`src/design/rldc_pkg.sv`:
```
// Package for the remote lamp dimmer controller.
// Holds the word types, the operation and move codes and the register indexes.
// No dependencies.
package rldc_pkg;

    // Remote operation codes, as carried in remote_op
    typedef enum logic [3:0] {
        OP_NONE      = 4'd0,
        OP_ON        = 4'd1,
        OP_OFF       = 4'd2,
        OP_POS1      = 4'd3,
        OP_POS2      = 4'd4,
        OP_RANDOM    = 4'd5,
        OP_DIM_START = 4'd6,
        OP_KEEPALIVE = 4'd7,
        OP_DIM_STOP  = 4'd8,
        OP_REPORT    = 4'd9
    } t_op;

    // Highest defined operation code; anything above acts as OP_NONE
    localparam logic [3:0] OP_LAST = 4'd9;

    // What the back end has to do with a queued word
    typedef enum logic [1:0] {
        ACT_TICK   = 2'd0,
        ACT_PACKET = 2'd1,
        ACT_IGNORE = 2'd2
    } t_act_kind;

    // Move request codes
    localparam logic [1:0] MOVE_NONE   = 2'd0;
    localparam logic [1:0] MOVE_POS1   = 2'd1;
    localparam logic [1:0] MOVE_POS2   = 2'd2;
    localparam logic [1:0] MOVE_RANDOM = 2'd3;

    // Configuration register indexes
    localparam int unsigned CFG_IDX_BITS = 3;
    localparam int unsigned CFG_DATA_BITS = 20;
    localparam logic [CFG_IDX_BITS-1:0] CFG_KA_TIMEOUT    = 3'd0;
    localparam logic [CFG_IDX_BITS-1:0] CFG_STEP_PERIOD   = 3'd1;
    localparam logic [CFG_IDX_BITS-1:0] CFG_STEP_SIZE     = 3'd2;
    localparam logic [CFG_IDX_BITS-1:0] CFG_LINK_TIMEOUT  = 3'd3;
    localparam logic [CFG_IDX_BITS-1:0] CFG_DEFAULT_LEVEL = 3'd4;

    // Reset values
    localparam logic [15:0] RST_KA_TIMEOUT    = 16'd900;
    localparam logic [15:0] RST_STEP_PERIOD   = 16'd180;
    localparam logic [7:0]  RST_STEP_SIZE     = 8'd16;
    localparam logic [19:0] RST_LINK_TIMEOUT  = 20'd20000;
    localparam logic [7:0]  RST_DEFAULT_LEVEL = 8'd160;
    localparam logic [7:0]  RST_LEVEL         = 8'd160;
    localparam logic [7:0]  LEVEL_MAX         = 8'd255;
    localparam logic [7:0]  LEVEL_MIN_ON      = 8'd1;

    // Classified word passed from front to back
    typedef struct packed {
        t_act_kind   kind;
        t_op         op;
        logic [7:0]  session_id;
        logic [15:0] sequence_number;
    } t_action;

    // Queue status seen by the front and back
    typedef struct packed {
        logic empty;
        logic full;
    } t_q_status;

    // Configuration write
    typedef struct packed {
        logic                     we;
        logic [CFG_IDX_BITS-1:0]  index;
        logic [CFG_DATA_BITS-1:0] data;
    } t_cfg_write;

endpackage

```
`src/design/rldc_in_if.sv`:
```
// Input channel of the remote lamp dimmer controller: valid/ready plus the word.
// Depends on nothing.
interface rldc_in_if;
    logic        valid;
    logic        ready;
    logic        command;
    logic        packet_ok;
    logic [3:0]  remote_op;
    logic [7:0]  session_id;
    logic [15:0] sequence_number;

    modport source (output valid, command, packet_ok, remote_op, session_id,
                    sequence_number, input ready);
    modport sink   (input valid, command, packet_ok, remote_op, session_id,
                    sequence_number, output ready);
endinterface

```
`src/design/rldc_out_if.sv`:
```
// Output channel of the remote lamp dimmer controller: valid/ready plus the word.
// Depends on nothing.
interface rldc_out_if;
    logic       valid;
    logic       ready;
    logic       lamp_on;
    logic [7:0] lamp_level;
    logic       lamp_command;
    logic [1:0] move_request;
    logic       report_request;
    logic       remote_online;
    logic       dimmer_running;

    modport source (output valid, lamp_on, lamp_level, lamp_command, move_request,
                    report_request, remote_online, dimmer_running, input ready);
    modport sink   (input valid, lamp_on, lamp_level, lamp_command, move_request,
                    report_request, remote_online, dimmer_running, output ready);
endinterface

```
`src/design/rldc_front.sv`:
```
// Front end: accepts input words and classifies them for the back end.
// Depends on rldc_pkg and rldc_in_if.
module rldc_front (
    rldc_in_if.sink              i_in,
    input  rldc_pkg::t_q_status  i_q_status,
    output logic                 o_push,
    output rldc_pkg::t_action    o_action
);
    import rldc_pkg::*;

    // Take a word whenever the queue has room
    assign i_in.ready = !i_q_status.full;
    assign o_push     = i_in.valid && !i_q_status.full;

    // Classify: tick, valid packet, or invalid packet (result only)
    always_comb begin
        o_action.session_id      = i_in.session_id;
        o_action.sequence_number = i_in.sequence_number;
        if (!i_in.command) begin
            o_action.kind = ACT_TICK;
        end else if (i_in.packet_ok) begin
            o_action.kind = ACT_PACKET;
        end else begin
            o_action.kind = ACT_IGNORE;
        end
        // undefined codes behave as no operation
        if (i_in.remote_op > OP_LAST) begin
            o_action.op = OP_NONE;
        end else begin
            o_action.op = t_op'(i_in.remote_op);
        end
    end

endmodule

```
`src/design/rldc_queue.sv`:
```
// Two-word queue between the front and back ends.
// Depends on rldc_pkg.
module rldc_queue (
    input  logic                 i_clk,
    input  logic                 i_rst_n,
    input  logic                 i_push,
    input  rldc_pkg::t_action    i_action,
    input  logic                 i_pop,
    output rldc_pkg::t_action    o_action,
    output rldc_pkg::t_q_status  o_status
);
    import rldc_pkg::*;

    t_action    r_mem [2];
    logic       r_wr_ptr;
    logic       r_rd_ptr;
    logic [1:0] r_count;

    assign o_status.empty = (r_count == 2'd0);
    assign o_status.full  = (r_count == 2'd2);
    assign o_action       = r_mem[r_rd_ptr];

    // Storage
    always_ff @(posedge i_clk) begin
        if (i_push) begin
            r_mem[r_wr_ptr] <= i_action;
        end
    end

    // Pointers and fill count
    always_ff @(posedge i_clk) begin
        if (!i_rst_n) begin
            r_wr_ptr <= 1'b0;
            r_rd_ptr <= 1'b0;
            r_count  <= 2'd0;
        end else begin
            if (i_push) begin
                r_wr_ptr <= !r_wr_ptr;
            end
            if (i_pop) begin
                r_rd_ptr <= !r_rd_ptr;
            end
            case ({i_push, i_pop})
                2'b10:   r_count <= r_count + 2'd1;
                2'b01:   r_count <= r_count - 2'd1;
                default: r_count <= r_count;
            endcase
        end
    end

endmodule

```
`src/design/rldc_back.sv`:
```
// Back end: lamp, dimmer and link state, configuration registers, output register.
// Depends on rldc_pkg and rldc_out_if.
module rldc_back #(
    parameter int unsigned TIME_BITS = 32
) (
    input  logic                 i_clk,
    input  logic                 i_rst_n,
    input  rldc_pkg::t_cfg_write i_cfg,
    input  rldc_pkg::t_action    i_action,
    input  rldc_pkg::t_q_status  i_q_status,
    output logic                 o_pop,
    rldc_out_if.source           o_out
);
    import rldc_pkg::*;

    // Compare width covers both the time counter and the widest timeout
    localparam int unsigned CW = (TIME_BITS > CFG_DATA_BITS) ? TIME_BITS : CFG_DATA_BITS;

    // Configuration
    logic [15:0] r_ka_timeout;
    logic [15:0] r_step_period;
    logic [7:0]  r_step_size;
    logic [19:0] r_link_timeout;
    logic [7:0]  r_default_level;

    // State
    logic                 r_light_on,    n_light_on;
    logic [7:0]           r_level,       n_level;
    logic [7:0]           r_remembered,  n_remembered;
    logic                 r_dimming,     n_dimming;
    logic                 r_dim_down,    n_dim_down;
    logic [TIME_BITS-1:0] r_time,        n_time;
    logic [TIME_BITS-1:0] r_ka_stamp,    n_ka_stamp;
    logic [TIME_BITS-1:0] r_step_stamp,  n_step_stamp;
    logic                 r_step_due,    n_step_due;
    logic                 r_link_up,     n_link_up;
    logic [TIME_BITS-1:0] r_act_stamp,   n_act_stamp;
    logic [7:0]           r_last_sess,   n_last_sess;
    logic [15:0]          r_last_seq,    n_last_seq;

    // Output register
    logic       r_out_valid;
    logic       r_lamp_command, n_lamp_command;
    logic [1:0] r_move,         n_move;
    logic       r_report,       n_report;
    logic       r_o_light_on;
    logic [7:0] r_o_level;
    logic       r_o_link_up;
    logic       r_o_dimming;

    // Derived timing and step values
    logic [TIME_BITS-1:0] time_inc;
    logic [TIME_BITS-1:0] ka_elapsed;
    logic [TIME_BITS-1:0] step_elapsed;
    logic [TIME_BITS-1:0] act_elapsed;
    logic [7:0]           step_base;
    logic [8:0]           step_sum;
    logic [7:0]           step_next;
    logic                 duplicate;

    // Pop when a word waits and the output register is free or being emptied
    assign o_pop = !i_q_status.empty && (!r_out_valid || o_out.ready);

    assign o_out.valid          = r_out_valid;
    assign o_out.lamp_on        = r_o_light_on;
    assign o_out.lamp_level     = r_o_level;
    assign o_out.lamp_command   = r_lamp_command;
    assign o_out.move_request   = r_move;
    assign o_out.report_request = r_report;
    assign o_out.remote_online  = r_o_link_up;
    assign o_out.dimmer_running = r_o_dimming;

    // Timing differences against the advanced clock (wrapping)
    assign time_inc     = r_time + {{(TIME_BITS-1){1'b0}}, 1'b1};
    assign ka_elapsed   = time_inc - r_ka_stamp;
    assign step_elapsed = time_inc - r_step_stamp;
    assign act_elapsed  = time_inc - r_act_stamp;

    // One dimmer step from level, remembered or default level, clamped to 0..255
    always_comb begin
        if (r_light_on) begin
            step_base = r_level;
        end else if (r_remembered != 8'd0) begin
            step_base = r_remembered;
        end else begin
            step_base = r_default_level;
        end
        step_sum = {1'b0, step_base} + {1'b0, r_step_size};
        if (r_dim_down) begin
            step_next = (r_step_size > step_base) ? 8'd0 : (step_base - r_step_size);
        end else begin
            step_next = step_sum[8] ? LEVEL_MAX : step_sum[7:0];
        end
    end

    assign duplicate = (i_action.session_id == r_last_sess) &&
                       (i_action.sequence_number == r_last_seq);

    // Next state for the word at the head of the queue
    always_comb begin
        n_light_on     = r_light_on;
        n_level        = r_level;
        n_remembered   = r_remembered;
        n_dimming      = r_dimming;
        n_dim_down     = r_dim_down;
        n_time         = r_time;
        n_ka_stamp     = r_ka_stamp;
        n_step_stamp   = r_step_stamp;
        n_step_due     = r_step_due;
        n_link_up      = r_link_up;
        n_act_stamp    = r_act_stamp;
        n_last_sess    = r_last_sess;
        n_last_seq     = r_last_seq;
        n_lamp_command = 1'b0;
        n_move         = MOVE_NONE;
        n_report       = 1'b0;

        unique case (i_action.kind)
            ACT_TICK: begin
                n_time = time_inc;
                // dimmer: keepalive check first, then a step when due
                if (r_dimming) begin
                    if (CW'(ka_elapsed) > CW'(r_ka_timeout)) begin
                        n_dimming  = 1'b0;
                        n_dim_down = !r_dim_down;
                    end else if (r_step_due || (CW'(step_elapsed) >= CW'(r_step_period))) begin
                        n_step_stamp   = time_inc;
                        n_step_due     = 1'b0;
                        n_light_on     = (step_next != 8'd0);
                        n_level        = step_next;
                        n_lamp_command = 1'b1;
                        if (step_next != 8'd0) begin
                            n_remembered = step_next;
                        end
                    end
                end
                // link timeout ends any hold
                if (r_link_up && (CW'(act_elapsed) > CW'(r_link_timeout))) begin
                    n_link_up = 1'b0;
                    n_dimming = 1'b0;
                end
            end
            ACT_PACKET: begin
                n_act_stamp = r_time;
                n_link_up   = 1'b1;
                if (!duplicate) begin
                    n_last_sess = i_action.session_id;
                    n_last_seq  = i_action.sequence_number;
                    unique case (i_action.op)
                        OP_ON: begin
                            n_light_on     = 1'b1;
                            n_lamp_command = 1'b1;
                            if (r_level != 8'd0) begin
                                n_level      = r_level;
                                n_remembered = r_level;
                            end else if (r_remembered != 8'd0) begin
                                n_level      = r_remembered;
                                n_remembered = r_remembered;
                            end else begin
                                n_level      = LEVEL_MIN_ON;
                                n_remembered = LEVEL_MIN_ON;
                            end
                        end
                        OP_OFF: begin
                            n_light_on     = 1'b0;
                            n_lamp_command = 1'b1;
                            if (r_level != 8'd0) begin
                                n_remembered = r_level;
                            end
                        end
                        OP_POS1:   n_move = MOVE_POS1;
                        OP_POS2:   n_move = MOVE_POS2;
                        OP_RANDOM: n_move = MOVE_RANDOM;
                        OP_DIM_START: begin
                            n_dimming  = 1'b1;
                            n_ka_stamp = r_time;
                            n_step_due = 1'b1;
                        end
                        OP_KEEPALIVE: begin
                            n_dimming  = 1'b1;
                            n_ka_stamp = r_time;
                        end
                        OP_DIM_STOP: begin
                            if (r_dimming) begin
                                n_dimming  = 1'b0;
                                n_dim_down = !r_dim_down;
                            end
                        end
                        OP_REPORT: n_report = 1'b1;
                        default: ;
                    endcase
                end
            end
            default: ;
        endcase
    end

    // Configuration registers
    always_ff @(posedge i_clk) begin
        if (!i_rst_n) begin
            r_ka_timeout    <= RST_KA_TIMEOUT;
            r_step_period   <= RST_STEP_PERIOD;
            r_step_size     <= RST_STEP_SIZE;
            r_link_timeout  <= RST_LINK_TIMEOUT;
            r_default_level <= RST_DEFAULT_LEVEL;
        end else if (i_cfg.we) begin
            unique case (i_cfg.index)
                CFG_KA_TIMEOUT:    r_ka_timeout    <= i_cfg.data[15:0];
                CFG_STEP_PERIOD:   r_step_period   <= i_cfg.data[15:0];
                CFG_STEP_SIZE:     r_step_size     <= i_cfg.data[7:0];
                CFG_LINK_TIMEOUT:  r_link_timeout  <= i_cfg.data[19:0];
                CFG_DEFAULT_LEVEL: r_default_level <= i_cfg.data[7:0];
                default: ;
            endcase
        end
    end

    // State registers
    always_ff @(posedge i_clk) begin
        if (!i_rst_n) begin
            r_light_on   <= 1'b0;
            r_level      <= RST_LEVEL;
            r_remembered <= RST_LEVEL;
            r_dimming    <= 1'b0;
            r_dim_down   <= 1'b0;
            r_time       <= '0;
            r_ka_stamp   <= '0;
            r_step_stamp <= '0;
            r_step_due   <= 1'b1;
            r_link_up    <= 1'b0;
            r_act_stamp  <= '0;
            r_last_sess  <= 8'd0;
            r_last_seq   <= 16'd0;
        end else if (o_pop) begin
            r_light_on   <= n_light_on;
            r_level      <= n_level;
            r_remembered <= n_remembered;
            r_dimming    <= n_dimming;
            r_dim_down   <= n_dim_down;
            r_time       <= n_time;
            r_ka_stamp   <= n_ka_stamp;
            r_step_stamp <= n_step_stamp;
            r_step_due   <= n_step_due;
            r_link_up    <= n_link_up;
            r_act_stamp  <= n_act_stamp;
            r_last_sess  <= n_last_sess;
            r_last_seq   <= n_last_seq;
        end
    end

    // Output register: valid flag
    always_ff @(posedge i_clk) begin
        if (!i_rst_n) begin
            r_out_valid <= 1'b0;
        end else if (o_pop) begin
            r_out_valid <= 1'b1;
        end else if (o_out.ready) begin
            r_out_valid <= 1'b0;
        end
    end

    // Output register: result word
    always_ff @(posedge i_clk) begin
        if (o_pop) begin
            r_o_light_on   <= n_light_on;
            r_o_level      <= n_level;
            r_lamp_command <= n_lamp_command;
            r_move         <= n_move;
            r_report       <= n_report;
            r_o_link_up    <= n_link_up;
            r_o_dimming    <= n_dimming;
        end
    end

endmodule

```
`src/design/remote_lamp_dimmer_controller.sv`:
```
// Remote lamp dimmer controller, top level: front end, queue and back end.
// Depends on rldc_pkg, rldc_in_if, rldc_out_if, rldc_front, rldc_queue, rldc_back.

// Takes one word per cycle on i_in while the queue has room (a 1 ms tick or a
// remote packet) and gives exactly one result word per input word on o_out, in
// order. Each word is classified into a two-entry queue; the back end executes
// the head word when the output register is free or being emptied and holds
// the result on o_out, giving one word per cycle while o_out is ready. The
// queue lets input be taken while a result waits. Configuration is to be
// written through i_cfg_we/i_cfg_index/i_cfg_data only while idle; the user is
// bound by this and the block does not enforce it. Reset is synchronous and
// active low. TIME_BITS sets the width of the millisecond time base, which wraps.
module remote_lamp_dimmer_controller #(
    parameter int unsigned TIME_BITS = 32
) (
    input  logic                                   i_clk,
    input  logic                                   i_rst_n,
    input  logic                                   i_cfg_we,
    input  logic [rldc_pkg::CFG_IDX_BITS-1:0]      i_cfg_index,
    input  logic [rldc_pkg::CFG_DATA_BITS-1:0]     i_cfg_data,
    rldc_in_if.sink                                i_in,
    rldc_out_if.source                             o_out
);
    import rldc_pkg::*;

    t_action    front_action;
    t_action    head_action;
    t_q_status  q_status;
    t_cfg_write cfg_write;
    logic       push;
    logic       pop;

    assign cfg_write.we    = i_cfg_we;
    assign cfg_write.index = i_cfg_index;
    assign cfg_write.data  = i_cfg_data;

    // Accept and classify
    rldc_front u_front (
        .i_in       (i_in),
        .i_q_status (q_status),
        .o_push     (push),
        .o_action   (front_action)
    );

    // Decoupling queue
    rldc_queue u_queue (
        .i_clk    (i_clk),
        .i_rst_n  (i_rst_n),
        .i_push   (push),
        .i_action (front_action),
        .i_pop    (pop),
        .o_action (head_action),
        .o_status (q_status)
    );

    // Execute and register the result
    rldc_back #(
        .TIME_BITS (TIME_BITS)
    ) u_back (
        .i_clk      (i_clk),
        .i_rst_n    (i_rst_n),
        .i_cfg      (cfg_write),
        .i_action   (head_action),
        .i_q_status (q_status),
        .o_pop      (pop),
        .o_out      (o_out)
    );

endmodule

```
`src/flat_wrapper.sv`:
```
// flat-port wrapper written by rule: the top's interface ports become plain ports
module remote_lamp_dimmer_controller_flat import rldc_pkg::*;
#(
    parameter int unsigned TIME_BITS = 32
)
  (i_clk, i_rst_n, i_cfg_we, i_cfg_index, i_cfg_data, i_in_valid, i_in_command, i_in_packet_ok, i_in_remote_op, i_in_session_id, i_in_sequence_number, i_in_ready, o_out_valid, o_out_lamp_on, o_out_lamp_level, o_out_lamp_command, o_out_move_request, o_out_report_request, o_out_remote_online, o_out_dimmer_running, o_out_ready);
  rldc_in_if i_in_i ();
  rldc_out_if o_out_i ();
  input  logic i_clk;
  input  logic i_rst_n;
  input  logic i_cfg_we;
  input  logic [rldc_pkg::CFG_IDX_BITS-1:0] i_cfg_index;
  input  logic [rldc_pkg::CFG_DATA_BITS-1:0] i_cfg_data;
  input wire logic [$bits(i_in_i.valid)-1:0] i_in_valid;
  input wire logic [$bits(i_in_i.command)-1:0] i_in_command;
  input wire logic [$bits(i_in_i.packet_ok)-1:0] i_in_packet_ok;
  input wire logic [$bits(i_in_i.remote_op)-1:0] i_in_remote_op;
  input wire logic [$bits(i_in_i.session_id)-1:0] i_in_session_id;
  input wire logic [$bits(i_in_i.sequence_number)-1:0] i_in_sequence_number;
  output wire logic [$bits(i_in_i.ready)-1:0] i_in_ready;
  output wire logic [$bits(o_out_i.valid)-1:0] o_out_valid;
  output wire logic [$bits(o_out_i.lamp_on)-1:0] o_out_lamp_on;
  output wire logic [$bits(o_out_i.lamp_level)-1:0] o_out_lamp_level;
  output wire logic [$bits(o_out_i.lamp_command)-1:0] o_out_lamp_command;
  output wire logic [$bits(o_out_i.move_request)-1:0] o_out_move_request;
  output wire logic [$bits(o_out_i.report_request)-1:0] o_out_report_request;
  output wire logic [$bits(o_out_i.remote_online)-1:0] o_out_remote_online;
  output wire logic [$bits(o_out_i.dimmer_running)-1:0] o_out_dimmer_running;
  input wire logic [$bits(o_out_i.ready)-1:0] o_out_ready;
  assign i_in_i.valid = i_in_valid;
  assign i_in_i.command = i_in_command;
  assign i_in_i.packet_ok = i_in_packet_ok;
  assign i_in_i.remote_op = i_in_remote_op;
  assign i_in_i.session_id = i_in_session_id;
  assign i_in_i.sequence_number = i_in_sequence_number;
  assign i_in_ready = i_in_i.ready;
  assign o_out_valid = o_out_i.valid;
  assign o_out_lamp_on = o_out_i.lamp_on;
  assign o_out_lamp_level = o_out_i.lamp_level;
  assign o_out_lamp_command = o_out_i.lamp_command;
  assign o_out_move_request = o_out_i.move_request;
  assign o_out_report_request = o_out_i.report_request;
  assign o_out_remote_online = o_out_i.remote_online;
  assign o_out_dimmer_running = o_out_i.dimmer_running;
  assign o_out_i.ready = o_out_ready;
  remote_lamp_dimmer_controller #(.TIME_BITS(TIME_BITS)) u_core (.i_clk(i_clk), .i_rst_n(i_rst_n), .i_cfg_we(i_cfg_we), .i_cfg_index(i_cfg_index), .i_cfg_data(i_cfg_data), .i_in(i_in_i), .o_out(o_out_i));
endmodule
```
`config.mk`:
```
export PLATFORM = sky130hd
export DESIGN_NAME = remote_lamp_dimmer_controller_flat
export DESIGN_NICKNAME = d
export VERILOG_FILES = /design/src/design/rldc_pkg.sv /design/src/design/rldc_in_if.sv /design/src/design/rldc_out_if.sv /design/src/design/rldc_front.sv /design/src/design/rldc_queue.sv /design/src/design/rldc_back.sv /design/src/design/remote_lamp_dimmer_controller.sv /design/src/flat_wrapper.sv
export SDC_FILE = /design/constraint.sdc
export NUM_CORES = 1
export LEC_CHECK = 0
export ABC_AREA = 1
export BUFFER_PORTS_ARGS = -buffer_cell sky130_fd_sc_hd__clkbuf_2
export CORE_ASPECT_RATIO = 0.5
export CORE_UTILIZATION = 60
export CTS_CLUSTER_SIZE = 14
export DETAILED_ROUTE_END_ITERATION = 7
export PLACE_DENSITY = 0.88
export SLEW_MARGIN = 20
export SYNTH_ARGS = -nofsm -noshare
export SYNTH_HDL_FRONTEND = slang
export SYNTH_SLANG_ARGS = --single-unit
```
`constraint.sdc`:
```
create_clock -name i_clk -period 14.4 [get_ports i_clk]
set_input_delay 1.44 -clock i_clk [delete_from_list [all_inputs] [get_ports i_clk]]
set_output_delay 1.44 -clock i_clk [all_outputs]
set_load 0.03 [all_outputs]
```
==> metrics.txt <==
status=finished clean; register-to-register setup slack=8.13 ns; critical path's slowest cell=nand4_4; hold_buf cts=0; layout cells sized above 1=4.84%; TritonRoute pass-1 iters=8; Tcrit/Tclk final=43.5%; largest net degree at the start of global routing=125; adder-cell share of the synthesized area=9.65%; ANT cells=0; Final Hold Viols=0; antenna violations before repair=2; nets=3551; RR Startpoint=u_core.u_back.r_time[0]; row count=49; vias per cell=5.71; Die H=138 microns; final worst path period need=6.27 ns; Root Driver=clkbuf_16; CP max stage delay=0.68 ns; HP Class=flop to flop; vias in the first global route=19900; TritonCTS clock tree=done; Synth Register Bits=322; asr flop ratio synth=0%; clock sink count=322; total grt overflow=0; Post-Synth Simple-Gate Area=25.1%; CTS buffer count=30; Layout area overhead=7.55%; DR WL/cell=17.4 microns; Worst Hold Launch=u_core.u_back.r_ka_stamp[28]; synthesized instance count=3287; port buffer count=74; Routed WL=66.7 mm; Slew HR=25.9%; r2r worst-path depth=34; Main synth FF type=dfxtp_1; RSZ-0062 raised after global routing=no; worst hold stages=2; Die Width=274 microns; count leader, synth=nand2_1; largest area contributor in the netlist=dfxtp_1; setup_tns=0 ns; Hold Path End=u_core.u_back.r_ka_stamp[28]; YS warnings=0; CTS Buffer Depth=3; DPL Wire Length=52.0 mm; Clock transition at path regs=0.07 ns; Max Cap Violations=0; core box area=0.0362 sq mm; Syn Nets=3513; htree depth=1; XOR/XNOR Fraction of Synth Area=3.83%; Slew @ Worst Pin=1.11 ns; Synth top cells by count=nand2_1, inv_1, a21oi_1, nor2_1, o21ai_0; post-synth top area share=22.3%; Crit Path Category=flop to flop; Yosys cell types=51; Starting Density=61.3%; GP Congestion=1.02; routed vias=21900; Startpoint Class=flop; fmax=0.159 GHz; Tot GR Track Use=35.1%; EDFF count, synth=75; largest family of logic cells by synthesized area=simple AND/OR/NAND/NOR gates; Worst-Skew Late Latency=0.60 ns; Avg Inst Size Synth=6.74 sq um; CP max FO=53; Post-DRT Antenna Nets=0; mux cell area share after synthesis=0.452%; Post-Route Skew=0.0386 ns; Syn Std Cell Area=0.0222 sq mm; CP Capture Type=flop; first-pass GRT wire length=105 mm; Area contributors post-synth=dfxtp_1, nand2_1, edfxtp_1; # setup viols final=0; reg-to-reg endpoint=u_core.u_back.r_step_stamp[22]; I/O pin count=75; die area=0.0378 sq mm; Req. time, crit path=14.90 ns; post-route DRC violation count=0; Slew Limit Fails=0; initial DRC count=2277; register area share after synthesis=32.5%; post-synthesis compound-gate area fraction=17.3%; Crit path arrival time=6.77 ns; number of gates resized after cts=0; postcts setup bufs=0
-- state kept, by name, indices dropped and copies added (netlist names), 16 cells and up, named ones only --
name,count
u_core.u_back.r_time,32
u_core.u_back.r_step_stamp,32
u_core.u_back.r_ka_timeout,16
u_core.u_back.r_act_stamp,32
u_core.u_queue.r_mem,60
u_core.u_back.r_link_timeout,20
u_core.u_back.r_last_seq,16
u_core.u_back.r_ka_stamp,32
u_core.u_back.r_step_period,16
-- per-stage QoR --
step | util, % | area (sq um) | instances | setup WS (ns) | hold slack [ns]
after detailed placement | 63.3 | 22900 | 3777 | 8.31 | 0.447
after global routing | 65.9 | 23800 | 3831 | 7.40 | 0.474
after floorplan | - | 22200 | 3287 | 9.80 | 0.425
after CTS | 65.9 | 23800 | 3831 | 8.29 | 0.458
final | 65.9 | 23800 | 3831 | 8.13 | 0.458
after global placement | 63.3 | 22900 | 3777 | 8.53 | 0.433
-- kinds of logic after synthesis --
| kind of cell | count (synthesis) |
|---|---|
| compound gates | 711 |
| fa+ha+maj | 168 |
| mux | 10 |
| xor+xnor | 97 |
| flops | 322 |
| simple gates | 1337 |
| buf+inv | 642 |
-- critical path: cells and delay by family (launching register included) --
kind	cells	cell delay, ns
AND/OR/NAND/NOR	21	3.37
buffers and inverters	7	1.01
adder cells (fa/ha/maj)	2	0.69
flip-flops	1	0.44
XOR/XNOR	2	0.34
AO/OA/AOI/OAI	2	0.32
-- placed cells by master, fill, tap and decap left out, types with 8 or more instances in the layout --
cell type / netlist / layout
nand2_1: 771 / 771
inv_1: 557 / 558
a21oi_1: 334 / 333
nor2_1: 283 / 278
o21ai_0: 267 / 267
dfxtp_1: 247 / 247
ha_1: 163 / 163
nand3_1: 160 / 160
xor2_1: 90 / 90
edfxtp_1: 75 / 75
clkbuf_2: 0 / 74
nand4_1: 43 / 43
nor3_1: 39 / 39
clkbuf_16: 0 / 30
o21ai_1: 21 / 21
o21bai_1: 15 / 15
nand3b_1: 14 / 14
o211ai_1: 13 / 13
buf_4: 6 / 13
o211a_1: 11 / 11
clkbuf_1: 56 / 11
mux2i_1: 10 / 10
o21a_1: 9 / 9
a211oi_1: 8 / 8
-- metal layers --
metal,track usage [%],share of wire (%)
met5,0,0.045
met4,9.00,2.3
met3,6.63,10
met2,55.3,43
met1,49.5,45
-- final cells by class --
class	count	area [sq um]
sequential	322	7200
clock buffer	44	825
timing repair buffer	86	463
fill	3272	12300
multi-input combinational	2323	12500
clock inverter	10	126
inverter	562	2110
tap	484	606
-- how the worst max path moves through the flow --
stage | start | depth (start not counted) | slack [ns] | end
global placement | u_core.u_back.r_time[0] | 34 | 8.53 | u_core.u_back.r_step_stamp[6]
global route | u_core.u_back.r_time[0] | 35 | 7.40 | u_core.u_back.r_step_stamp[0]
finish | u_core.u_back.r_time[0] | 34 | 8.13 | u_core.u_back.r_step_stamp[22]
floorplan | u_core.u_back.r_time[0] | 34 | 9.80 | u_core.u_back.r_step_stamp[15]
detailed placement | u_core.u_back.r_time[0] | 34 | 8.31 | u_core.u_back.r_step_stamp[0]
CTS | u_core.u_back.r_time[0] | 34 | 8.29 | u_core.u_back.r_step_stamp[0]
Power is not shown: default switching activity piles up to over one toggle a cycle in this logic, so the estimate is an artifact.
